[src/url_percent_decode_path_check_core_assert.svh]
// Assertion macros for the per-byte parser of the URL decoder and path checker RTL.
`ifndef URL_PERCENT_DECODE_PATH_CHECK_CORE_ASSERT_SVH
`define URL_PERCENT_DECODE_PATH_CHECK_CORE_ASSERT_SVH

`ifndef SYNTH
// Same-cycle implication, sampled on clk and disabled during reset.
`define UPDC_ASSERT_IMP(lbl, ante, cons) \
  lbl: assert property (@(posedge clk) disable iff (!rst_n) (ante) |-> (cons)) \
    else $error("updc assertion failed");
// Next-cycle implication, sampled on clk and disabled during reset.
`define UPDC_ASSERT_NXT(lbl, ante, cons) \
  lbl: assert property (@(posedge clk) disable iff (!rst_n) (ante) |=> (cons)) \
    else $error("updc assertion failed");
`else
`define UPDC_ASSERT_IMP(lbl, ante, cons)
`define UPDC_ASSERT_NXT(lbl, ante, cons)
`endif

`endif

[src/updc_pkg.sv]
// Types, character codes and helper functions for the URL decoder and path checker.
package updc_pkg;

  // One raw URL byte with its end marker.
  typedef struct packed {
    logic [7:0] url_byte;
    logic       final_byte;
  } in_item_t;

  // One result: a decoded byte, a verdict, or both.
  typedef struct packed {
    logic       byte_valid;
    logic [7:0] decoded_byte;
    logic       in_path;
    logic       url_done;
    logic       accepted;
  } out_item_t;

  // Parser position: six prefix characters, then host, path and query.
  typedef enum logic [3:0] {
    PH_PFX0  = 4'd0,
    PH_PFX1  = 4'd1,
    PH_PFX2  = 4'd2,
    PH_PFX3  = 4'd3,
    PH_PFX4  = 4'd4,
    PH_PFX5  = 4'd5,
    PH_HOST  = 4'd6,
    PH_PATH  = 4'd7,
    PH_QUERY = 4'd8
  } phase_t;

  // Progress through a percent escape.
  typedef enum logic [1:0] {
    ESC_NONE = 2'd0,
    ESC_HIGH = 2'd1,
    ESC_LOW  = 2'd2
  } esc_t;

  localparam logic [7:0] CH_NUL       = 8'h00;
  localparam logic [7:0] CH_PERCENT   = 8'h25;
  localparam logic [7:0] CH_QUESTION  = 8'h3F;
  localparam logic [7:0] CH_SLASH     = 8'h2F;
  localparam logic [7:0] CH_BACKSLASH = 8'h5C;
  localparam logic [7:0] CH_COLON     = 8'h3A;
  localparam logic [7:0] CH_DOT       = 8'h2E;
  localparam logic [7:0] CH_SPACE     = 8'h20;

  // Expected character of the "mod://" prefix at each prefix position.
  function automatic logic [7:0] scheme_char(input phase_t ph);
    logic [7:0] c;
    case (ph)
      PH_PFX0: c = 8'h6D;
      PH_PFX1: c = 8'h6F;
      PH_PFX2: c = 8'h64;
      PH_PFX3: c = CH_COLON;
      PH_PFX4: c = CH_SLASH;
      PH_PFX5: c = CH_SLASH;
      default: c = CH_NUL;
    endcase
    return c;
  endfunction

  // Hex digit value; bit 4 is set when the byte is a hex digit.
  function automatic logic [4:0] hex_digit(input logic [7:0] c);
    logic [4:0] v;
    v = 5'd0;
    if (c >= 8'h30 && c <= 8'h39) begin
      v = {1'b1, 4'(c - 8'h30)};
    end else if (c >= 8'h61 && c <= 8'h66) begin
      v = {1'b1, 4'(c - 8'h57)};
    end else if (c >= 8'h41 && c <= 8'h46) begin
      v = {1'b1, 4'(c - 8'h37)};
    end
    return v;
  endfunction

endpackage

[src/url_percent_decode_path_check_core.sv]
// Top level of the mod:// URL percent decoder and path checker.
//
//   Channel | Ports                          | Transaction
//   input   | in_valid, in_ready, in_data    | one raw URL byte and its last-byte marker
//   output  | out_valid, out_ready, out_data | one decoded byte and/or the URL verdict
//
// One byte per cycle unless out_ready is low; bytes go input register, then result register.
// The parser state (phase, escape progress, segment flags) feeds back through a single register.
// A byte that produces no result passes through without occupying the result register.
// Synchronous active-low reset clears the valid flags and the parser state; no clearing pass.
// While out_ready is low the result holds, and one more byte may wait in the input register.
module url_percent_decode_path_check_core (
  input  logic                clk,
  input  logic                rst_n,
  input  logic                in_valid,
  output logic                in_ready,
  input  updc_pkg::in_item_t  in_data,
  output logic                out_valid,
  input  logic                out_ready,
  output updc_pkg::out_item_t out_data
);
  import updc_pkg::*;

  logic      advance;
  logic      hold_valid;
  in_item_t  hold_item;
  logic      has_result;
  out_item_t result;

  // Input register.
  updc_in_stage u_in_stage (
    .clk        (clk),
    .rst_n      (rst_n),
    .in_valid   (in_valid),
    .in_ready   (in_ready),
    .in_data    (in_data),
    .advance    (advance),
    .hold_valid (hold_valid),
    .hold_item  (hold_item)
  );

  // Parser and checker.
  updc_step u_step (
    .clk        (clk),
    .rst_n      (rst_n),
    .advance    (advance),
    .item       (hold_item),
    .has_result (has_result),
    .result     (result)
  );

  // Result register.
  updc_out_stage u_out_stage (
    .clk            (clk),
    .rst_n          (rst_n),
    .src_valid      (hold_valid),
    .src_has_result (has_result),
    .src_result     (result),
    .advance        (advance),
    .out_valid      (out_valid),
    .out_ready      (out_ready),
    .out_data       (out_data)
  );

endmodule

[src/updc_in_stage.sv]
// Input register stage: holds one accepted URL byte until the parser takes it.
module updc_in_stage (
  input  logic               clk,
  input  logic               rst_n,
  input  logic               in_valid,
  output logic               in_ready,
  input  updc_pkg::in_item_t in_data,
  input  logic               advance,
  output logic               hold_valid,
  output updc_pkg::in_item_t hold_item
);
  import updc_pkg::*;

  logic     valid_r;
  in_item_t item_r;

  // The stage takes a new byte when empty or when its byte moves on this cycle.
  assign in_ready   = !valid_r || advance;
  assign hold_valid = valid_r;
  assign hold_item  = item_r;

  // Valid flag.
  always_ff @(posedge clk) begin
    if (!rst_n) begin
      valid_r <= 1'b0;
    end else if (in_ready) begin
      valid_r <= in_valid;
    end
  end

  // Payload needs no reset.
  always_ff @(posedge clk) begin
    if (in_valid && in_ready) begin
      item_r <= in_data;
    end
  end

endmodule

[src/updc_step.sv]
// Per-byte parser: prefix match, percent decoding, host and path checks and verdict.
module updc_step (
  input  logic                clk,
  input  logic                rst_n,
  input  logic                advance,
  input  updc_pkg::in_item_t  item,
  output logic                has_result,
  output updc_pkg::out_item_t result
);
  import updc_pkg::*;

  `include "url_percent_decode_path_check_core_assert.svh"

  phase_t     phase_r, phase_nxt;
  esc_t       esc_r, esc_nxt;
  logic [3:0] high_r, high_nxt;
  logic       part_r, part_nxt;
  logic       tail_r, tail_nxt;
  logic       rej_r, rej_nxt;

  logic       take;
  logic [7:0] raw_c;
  logic [7:0] dec_c;
  logic [4:0] hexv;
  logic       emit;

  assign hexv = hex_digit(item.url_byte);

  // Next state and result for the byte in the input register.
  always_comb begin
    phase_nxt = phase_r;
    esc_nxt   = esc_r;
    high_nxt  = high_r;
    part_nxt  = part_r;
    tail_nxt  = tail_r;
    rej_nxt   = rej_r;
    take      = 1'b0;
    raw_c     = item.url_byte;
    dec_c     = CH_NUL;
    emit      = 1'b0;

    if (!rej_r) begin
      if (phase_r < PH_HOST) begin
        // Prefix match.
        if (item.url_byte != scheme_char(phase_r)) begin
          rej_nxt = 1'b1;
        end else begin
          phase_nxt = phase_t'(phase_r + 4'd1);
        end
      end else if (phase_r == PH_HOST || phase_r == PH_PATH) begin
        if (esc_r != ESC_NONE) begin
          // Hex digits of an escape.
          if (!hexv[4]) begin
            rej_nxt = 1'b1;
            esc_nxt = ESC_NONE;
          end else if (esc_r == ESC_HIGH) begin
            high_nxt = hexv[3:0];
            esc_nxt  = ESC_LOW;
          end else begin
            esc_nxt = ESC_NONE;
            take    = 1'b1;
            raw_c   = {high_r, hexv[3:0]};
          end
        end else if (item.url_byte == CH_PERCENT) begin
          esc_nxt = ESC_HIGH;
        end else if (item.url_byte == CH_QUESTION) begin
          // Query start closes the last path segment; a query straight after the host rejects the URL.
          if (phase_r == PH_HOST) begin
            rej_nxt = 1'b1;
          end else begin
            if (!part_r || tail_r) begin
              rej_nxt = 1'b1;
            end
            part_nxt = 1'b0;
            tail_nxt = 1'b0;
          end
          phase_nxt = PH_QUERY;
        end else if (item.url_byte == CH_SLASH && phase_r == PH_HOST) begin
          // First raw slash closes the host.
          if (!part_r || tail_r) begin
            rej_nxt = 1'b1;
          end
          part_nxt  = 1'b0;
          tail_nxt  = 1'b0;
          phase_nxt = PH_PATH;
        end else begin
          take = 1'b1;
        end
      end
    end

    // A decoded byte of the host or path.
    if (take) begin
      dec_c = (raw_c == CH_BACKSLASH) ? CH_SLASH : raw_c;
      if (dec_c == CH_NUL || dec_c == CH_PERCENT || dec_c == CH_COLON) begin
        rej_nxt = 1'b1;
      end else if (dec_c == CH_SLASH) begin
        if (phase_r == PH_HOST) begin
          rej_nxt = 1'b1;
        end else begin
          if (!part_r || tail_r) begin
            rej_nxt = 1'b1;
          end
          part_nxt = 1'b0;
          tail_nxt = 1'b0;
        end
      end else begin
        part_nxt = 1'b1;
        tail_nxt = (dec_c == CH_DOT || dec_c == CH_SPACE);
      end
      emit = !rej_nxt;
    end

    // Verdict on the last byte.
    if (item.final_byte && !rej_nxt) begin
      if (phase_nxt == PH_PATH) begin
        if (esc_nxt != ESC_NONE || !part_nxt || tail_nxt) begin
          rej_nxt = 1'b1;
        end
      end else if (phase_nxt != PH_QUERY) begin
        rej_nxt = 1'b1;
      end
    end

    result.byte_valid   = emit;
    result.decoded_byte = emit ? dec_c : CH_NUL;
    result.in_path      = emit && (phase_r == PH_PATH);
    result.url_done     = item.final_byte;
    result.accepted     = item.final_byte && !rej_nxt;
    has_result          = emit || item.final_byte;

    // Every URL starts from the reset state.
    if (item.final_byte) begin
      phase_nxt = PH_PFX0;
      esc_nxt   = ESC_NONE;
      high_nxt  = 4'd0;
      part_nxt  = 1'b0;
      tail_nxt  = 1'b0;
      rej_nxt   = 1'b0;
    end
  end

  // Parser state, updated as each byte moves to the result register.
  always_ff @(posedge clk) begin
    if (!rst_n) begin
      phase_r <= PH_PFX0;
      esc_r   <= ESC_NONE;
      high_r  <= 4'd0;
      part_r  <= 1'b0;
      tail_r  <= 1'b0;
      rej_r   <= 1'b0;
    end else if (advance) begin
      phase_r <= phase_nxt;
      esc_r   <= esc_nxt;
      high_r  <= high_nxt;
      part_r  <= part_nxt;
      tail_r  <= tail_nxt;
      rej_r   <= rej_nxt;
    end
  end

  // An escape is only ever pending inside the host or the path.
  `UPDC_ASSERT_IMP(a_esc_phase, esc_r != ESC_NONE, phase_r == PH_HOST || phase_r == PH_PATH)
  // Once rejected, no further decoded byte is emitted.
  `UPDC_ASSERT_IMP(a_rej_silent, rej_r, !result.byte_valid)
  // A last byte returns the parser to its reset state.
  `UPDC_ASSERT_NXT(a_final_reset, advance && item.final_byte,
                   phase_r == PH_PFX0 && esc_r == ESC_NONE && !rej_r && !part_r)
  // A verdict is only given on the last byte.
  `UPDC_ASSERT_IMP(a_verdict_final, result.accepted, result.url_done && has_result)

endmodule

[src/updc_out_stage.sv]
// Result register stage: holds one result until the consumer takes it.
module updc_out_stage (
  input  logic                clk,
  input  logic                rst_n,
  input  logic                src_valid,
  input  logic                src_has_result,
  input  updc_pkg::out_item_t src_result,
  output logic                advance,
  output logic                out_valid,
  input  logic                out_ready,
  output updc_pkg::out_item_t out_data
);
  import updc_pkg::*;

  logic      valid_r;
  out_item_t item_r;

  logic      room;

  // The register is free when empty or being read this cycle.
  assign room      = !valid_r || out_ready;
  assign advance   = src_valid && room;
  assign out_valid = valid_r;
  assign out_data  = item_r;

  // Valid flag; a byte that causes no result leaves the register empty.
  always_ff @(posedge clk) begin
    if (!rst_n) begin
      valid_r <= 1'b0;
    end else if (room) begin
      valid_r <= src_valid && src_has_result;
    end
  end

  // Payload needs no reset.
  always_ff @(posedge clk) begin
    if (advance) begin
      item_r <= src_result;
    end
  end

endmodule
[config.mk]
export PLATFORM = sky130hd
export DESIGN_NAME = url_percent_decode_path_check_core
export DESIGN_NICKNAME = d
export VERILOG_FILES = /design/src/updc_pkg.sv /design/src/url_percent_decode_path_check_core.sv /design/src/updc_in_stage.sv /design/src/updc_step.sv /design/src/updc_out_stage.sv
export VERILOG_INCLUDE_DIRS = /design/src /design/src/src
export SDC_FILE = /design/constraint.sdc
export NUM_CORES = 1
export LEC_CHECK = 0
export BUFFER_PORTS_ARGS = -buffer_cell sky130_fd_sc_hd__buf_2
export CAP_MARGIN = 20
export CORE_MARGIN = 3
export CORE_UTILIZATION = 59
export DETAILED_ROUTE_END_ITERATION = 6
export PLACE_DENSITY_LB_ADDON = 0.08
export SLEW_MARGIN = 5
export SYNTH_ARGS = -nofsm -noshare
export SYNTH_HDL_FRONTEND = slang
export SYNTH_SLANG_ARGS = --single-unit
[constraint.sdc]
create_clock -name clk -period 4.25 [get_ports clk]
set_input_delay 0.425 -clock clk [delete_from_list [all_inputs] [get_ports clk]]
set_output_delay 0.425 -clock clk [all_outputs]
set_load 0.02 [all_outputs]
==> results of run 1 <==
sequential cells by signal (all words and copies together) (netlist names):
signal	flops
u_step.high_r	4
u_step.part_r	1
u_in_stage.hold_valid	1
u_step.phase_r	4
u_step.esc_r	2
u_step.rej_r	1
u_in_stage.hold_item	9
u_out_stage.out_data	12
u_out_stage.out_valid	1
u_step.tail_r	1
cell usage in the layout (no fill, tap or decap), types with 8 or more instances in the layout:
master	instances
a21oi_1	23
and2_1	8
buf_2	26
dfxtp_1	15
edfxtp_1	21
inv_1	14
nand2_1	23
nor2_1	29
o21ai_0	10
critical path: stages, from the launching register on:
cell and delay [ps]:
edfxtp_1 580, inv_1 190, ha_1 250, o21bai_1 330
a211oi_4 180, or4_1 620, xnor2_1 250, nand4_1 300
nand2_2 210, a211oi_1 100, or3_1 350, o2111a_1 140
power by group through the flow:
stage	clock, mW	sequential [mW]	combinational [mW]
detailed placement	0	0.404	0.0806
finish	0.297	0.397	0.0813
CTS	0.301	0.396	0.0811
global route	0.315	0.398	0.0894
global placement	0	0.404	0.0797
floorplan	0	0.399	0.0610
stage by stage:
step / util / std cells / setup WS (ps)
after floorplan: - / 299 / 785
after global placement: 0.670 / 361 / 666
after detailed placement: 0.670 / 361 / 527
after CTS: 0.696 / 369 / 535
after global routing: 0.696 / 369 / 249
final: 0.696 / 369 / 499
cell families after synthesis:
group / share of synthesized area
simple gates: 0.263
compound gates: 0.266
flops: 0.350
buf+inv: 0.0460
xor+xnor: 0.0263
fa+ha+maj: 0.0329
mux: 0.0160
per-layer routing:
| layer | up-vias | GRT usage |
|---|---|---|
| met2 | 108 | 0.411 |
| met5 | - | 0 |
| li1 | 1181 | - |
| met4 | 0 | 0.111 |
| met3 | 11 | 0.0840 |
| met1 | 1117 | 0.328 |
worst paths after layout:
path / from / end
worst max-delay path: u_in_stage.hold_item[1] / u_out_stage.out_data[0]
worst min-delay path: in_data[3] / u_in_stage.hold_item[3]
worst max register to register: u_in_stage.hold_item[1] / u_out_stage.out_data[0]
worst min register to register: u_step.esc_r[0] / u_step.esc_r[0]
cell type report:
| type | count | area (um^2) | area share |
|---|---|---|---|
| clock buffers | 6 | 72.6 | 0.0250 |
| clock inverters | 2 | 35.0 | 0.0121 |
| inverters | 15 | 56.3 | 0.0194 |
| multi-input cells | 233 | 1610 | 0.554 |
| flip-flops and latches | 36 | 931 | 0.321 |
| well taps | 50 | 62.6 | 0.0215 |
| repair buffers | 27 | 138 | 0.0474 |
==> flow_summary.ini, run 1 <==
[clocking]
path_clk_slew_ps = 70
ctsResizeCount = 0
cts_buffer_depth = 2
htreeDepth = 2
numCtsBuffers = 5
cts_root_buffer = clkbuf_8
insertion_delay_ps = 290
postCtsHoldBufs = 0
clock_sinks = 36
cts_setup_buffers = 0
cts_tree = yes

[drt]
wl_per_cell_um = 17.8
dr_wl_met3_um = 564
vias = 2417
dr.max_layer_used = met4
wl_met2_um = 3090
ant_nets = 0
drcViolationCount = 0
finalWirelength_um = 6590
viasPerCell = 6.55
first_pass_iters = 4
m1WireLength_um = 2820
drt_iter0_markers = 207

[die]
start_util = 0.638
fp.dieW_um = 73.2
die_h_um = 73.2
io_pins = 27
dieArea_um2 = 5350
core_area_um2 = 4170
fp-row-count = 23

[worst_setup_path]
required_ps = 4290
cp-start-kind = register
crit_arrival_ps = 3790
reg2reg_depth = 11
cp_max_fo = 12
cp-end-kind = register
worstSetupPathType = register to register
r2r_slack_ps = 500

[yosys]
synth_cell_type_count = 75
ys_ff_latch = 36
netlist_area_um2 = 2660
synth-main-ff-cell = edfxtp_1
ys_warn_count = 0
synthTopCellsByArea = edfxtp_1, dfxtp_1, a21oi_1
synth.avg_cell_area_um2 = 8.90
async_reset_ff_frac = 0
synth_top_area_share = 0.237
syn-num-nets = 319
ys_seq_area_frac = 0.350
yosysMostFrequentCell = nor2_1
yosys.area.top_type = edfxtp_1
postSynthCellCount = 299
synth_edf_count = 21
synth_commonest_cells = nor2_1, a21oi_1, nand2_1, edfxtp_1, dfxtp_1

[global_route]
grt_usage = 0.261
overflow = 0
grt_pass1_wl_um = 10800
grt_pass1_vias = 2281
grt_max_degree = 17
grt_antenna_before_repair = 0

[sta]
setup_viol = 0
rsz0062_at_grt = no
finalHoldViolCount = 0
finalCritPeriodShare = 0.883
fmax_mhz = 267
fin_setup_tns_ps = 0
maxSlewHeadroom = 0.524
worst_slew_pin_slew_ps = 703
hold_slack_ps = 311
fin_skew_ps = 5.05
timing.final.max_slew_violations = 0
post-route-min-period_ps = 3750

[layout]
drive_gt1_frac = 0.154
stdcell_area_um2 = 2900
num-fill-cells = 336
fin_nets = 338
area_growth_pct = 9.07
antenna_cells = 0

[power_and_ir_drop]
intPower_uw = 584
netSwitchingFraction = 0.246
finalPower_uw = 775
power.density_nw_per_um2 = 267
p_clk_frac = 0.383
seq_power_share = 0.512
p_sw_uw = 190
total_leakage_power_nw = 1.09
combPwrFrac = 0.105
irDropWorstVdd_v = 0.000177

[place]
numPortBuffers = 26
dpl_cell_area_um2 = 2800
place.gp.congestion = 0.903
hpwl_um = 4860

[min_path]
hold-path-cell-count = 1
hold_class = primary input to register

[status]
outcome = finished, final reports clean

[flow_run]
maxCapViolations = 0
Note: power is estimated with default switching activity, not from simulation.
==> run 2: changes to the inputs <==
- CTS_BUF_LIST: default -> sky130_fd_sc_hd__clkbuf_16
==> run 2 against run 1 <==
  * Sequential power about the same
  * Cell area up 1.9%
  * Flip-flop and latch count unchanged
  * Wire length up 1.6%
  * Power up 15%
  * Maximum frequency down 0.32%
  * Sequential share of layout area down 0.61 points
  * Critical endpoint unchanged
  * Largest cell class unchanged
  * Largest power group is now the clock network
==> flow_summary.ini, run 2 (synthesis results as in run 1) <==
[power_and_ir_drop]
combPwrFrac = 0.092
p_clk_frac = 0.460
intPower_uw = 684
irDropWorstVdd_v = 0.000206
total_leakage_power_nw = 1.12
seq_power_share = 0.448
netSwitchingFraction = 0.229
power.density_nw_per_um2 = 300
p_sw_uw = 203

[worst_setup_path]
crit_arrival_ps = 3790
cp-start-kind = register
worstSetupPathType = register to register
required_ps = 4280
cp-end-kind = register
cp_max_fo = 12

[global_route]
grt_max_degree = 17
grt_pass1_wl_um = 11000
grt_pass1_vias = 2315
grt_usage = 0.264
overflow = 0
grt_antenna_before_repair = 0

[drt]
finalWirelength_um = 6690
drt_iter0_markers = 219
vias = 2431
viasPerCell = 6.59
ant_nets = 0
drcViolationCount = 0
wl_per_cell_um = 18.1
first_pass_iters = 5

[layout]
layout_commonest_cell = nor2_1
antenna_cells = 0
fin_nets = 338
area_growth_pct = 11.2
stdcell_count = 369
largest_reg_flops = 12
drive_gt1_frac = 0.154
mostFrequentLayoutCells = nor2_1, buf_2, nand2_1, a21oi_1, edfxtp_1

[sta]
fin_setup_tns_ps = 0
post-route-min-period_ps = 3760
setup_viol = 0
finalCritPeriodShare = 0.885
fmax_mhz = 266
rsz0062_at_grt = no
timing.final.max_slew_violations = 0
worst_slew_pin_slew_ps = 753
maxSlewHeadroom = 0.490
fin_skew_ps = 3.77
hold_slack_ps = 323
finalHoldViolCount = 0

[place]
post-place-cells = 361
hpwl_um = 4860
numPortBuffers = 26
place.gp.congestion = 0.903

[die]
start_util = 0.638
fp-row-count = 23
die_h_um = 73.2
io_pins = 27
dieArea_um2 = 5350
core_area_um2 = 4170
fp.dieW_um = 73.2

[clocking]
insertion_delay_ps = 280
cts_setup_buffers = 0
clock_sinks = 36
ctsResizeCount = 0
cts_root_buffer = clkbuf_16
htreeDepth = 2
cts_buffer_depth = 2
cts_tree = yes
numCtsBuffers = 5
path_clk_slew_ps = 50
postCtsHoldBufs = 0

[status]
outcome = finished, final reports clean

[flow_run]
maxCapViolations = 0

[min_path]
hold_class = primary input to register
==> run 2: cell types whose count changed in the layout (fill, tap and decap cells not counted) <==
cell and change:
clkbuf_16 +5, inv_1 +1, clkbuf_1 -1, clkbuf_8 -5
==> run 2: stage by stage <==
step | instance area (um^2) | utilization | setup WS (ps) | power, mW
finish | 2960 | 0.709 | 487 | 0.887
global route | 2960 | 0.709 | 245 | 0.914
CTS | 2960 | 0.709 | 534 | 0.888
detailed placement | 2800 | 0.670 | 527 | 0.485
global placement | 2800 | 0.670 | 666 | 0.483
floorplan | 2660 | - | 785 | 0.460
==> run 2: area by class of cell <==
| type | count | area [um^2] |
|---|---|---|
| Clock buffer | 5 | 125 |
| Clock inverter | 3 | 38.8 |
| Fill cell | 324 | 1210 |
| Inverter | 15 | 56.3 |
| Multi-Input combinational cell | 233 | 1610 |
| Sequential cell | 36 | 931 |
| Tap cell | 50 | 62.6 |
| Timing Repair Buffer | 27 | 138 |
==> run 2: metal layers <==
layer | GRT usage | part of all wire | routed length (um) | vias to the layer above
li1 | - | - | - | 1179
met1 | 0.340 | 0.43 | 2890 | 1128
met2 | 0.419 | 0.47 | 3130 | 105
met3 | 0.0771 | 0.075 | 502 | 19
met4 | 0.0984 | 0.026 | 172 | 0
met5 | 0 | 0 | 0 | -
==> run 2: path summary, 6_finish.rpt <==
check / startpoint / cells past startpoint / end / slack, ps
setup / recovery: u_in_stage.hold_item[1] / 11 / u_out_stage.out_data[0] / 490
hold / removal: in_data[6] / 1 / u_in_stage.hold_item[6] / 320
setup reg to reg: u_in_stage.hold_item[1] / 11 / u_out_stage.out_data[0] / 490
hold reg to reg: u_step.esc_r[0] / 2 / u_step.esc_r[0] / 520
==> run 2: critical path: stages (launching register included) <==
cell and delay, ps:
edfxtp_1 580, inv_1 190, ha_1 250, o21bai_1 330, a211oi_4 180, or4_1 620
xnor2_1 250, nand4_1 300, nand2_2 210, a211oi_1 100, or3_1 360, o2111a_1 140
==> run 2: power groups by stage <==
| stage | Clock [mW] | Sequential (mW) | Combinational, mW |
|---|---|---|---|
| floorplan | 0 | 0.399 | 0.0610 |
| global route | 0.425 | 0.399 | 0.0898 |
| CTS | 0.409 | 0.397 | 0.0815 |
| detailed placement | 0 | 0.404 | 0.0806 |
| finish | 0.408 | 0.397 | 0.0820 |
| global placement | 0 | 0.404 | 0.0797 |
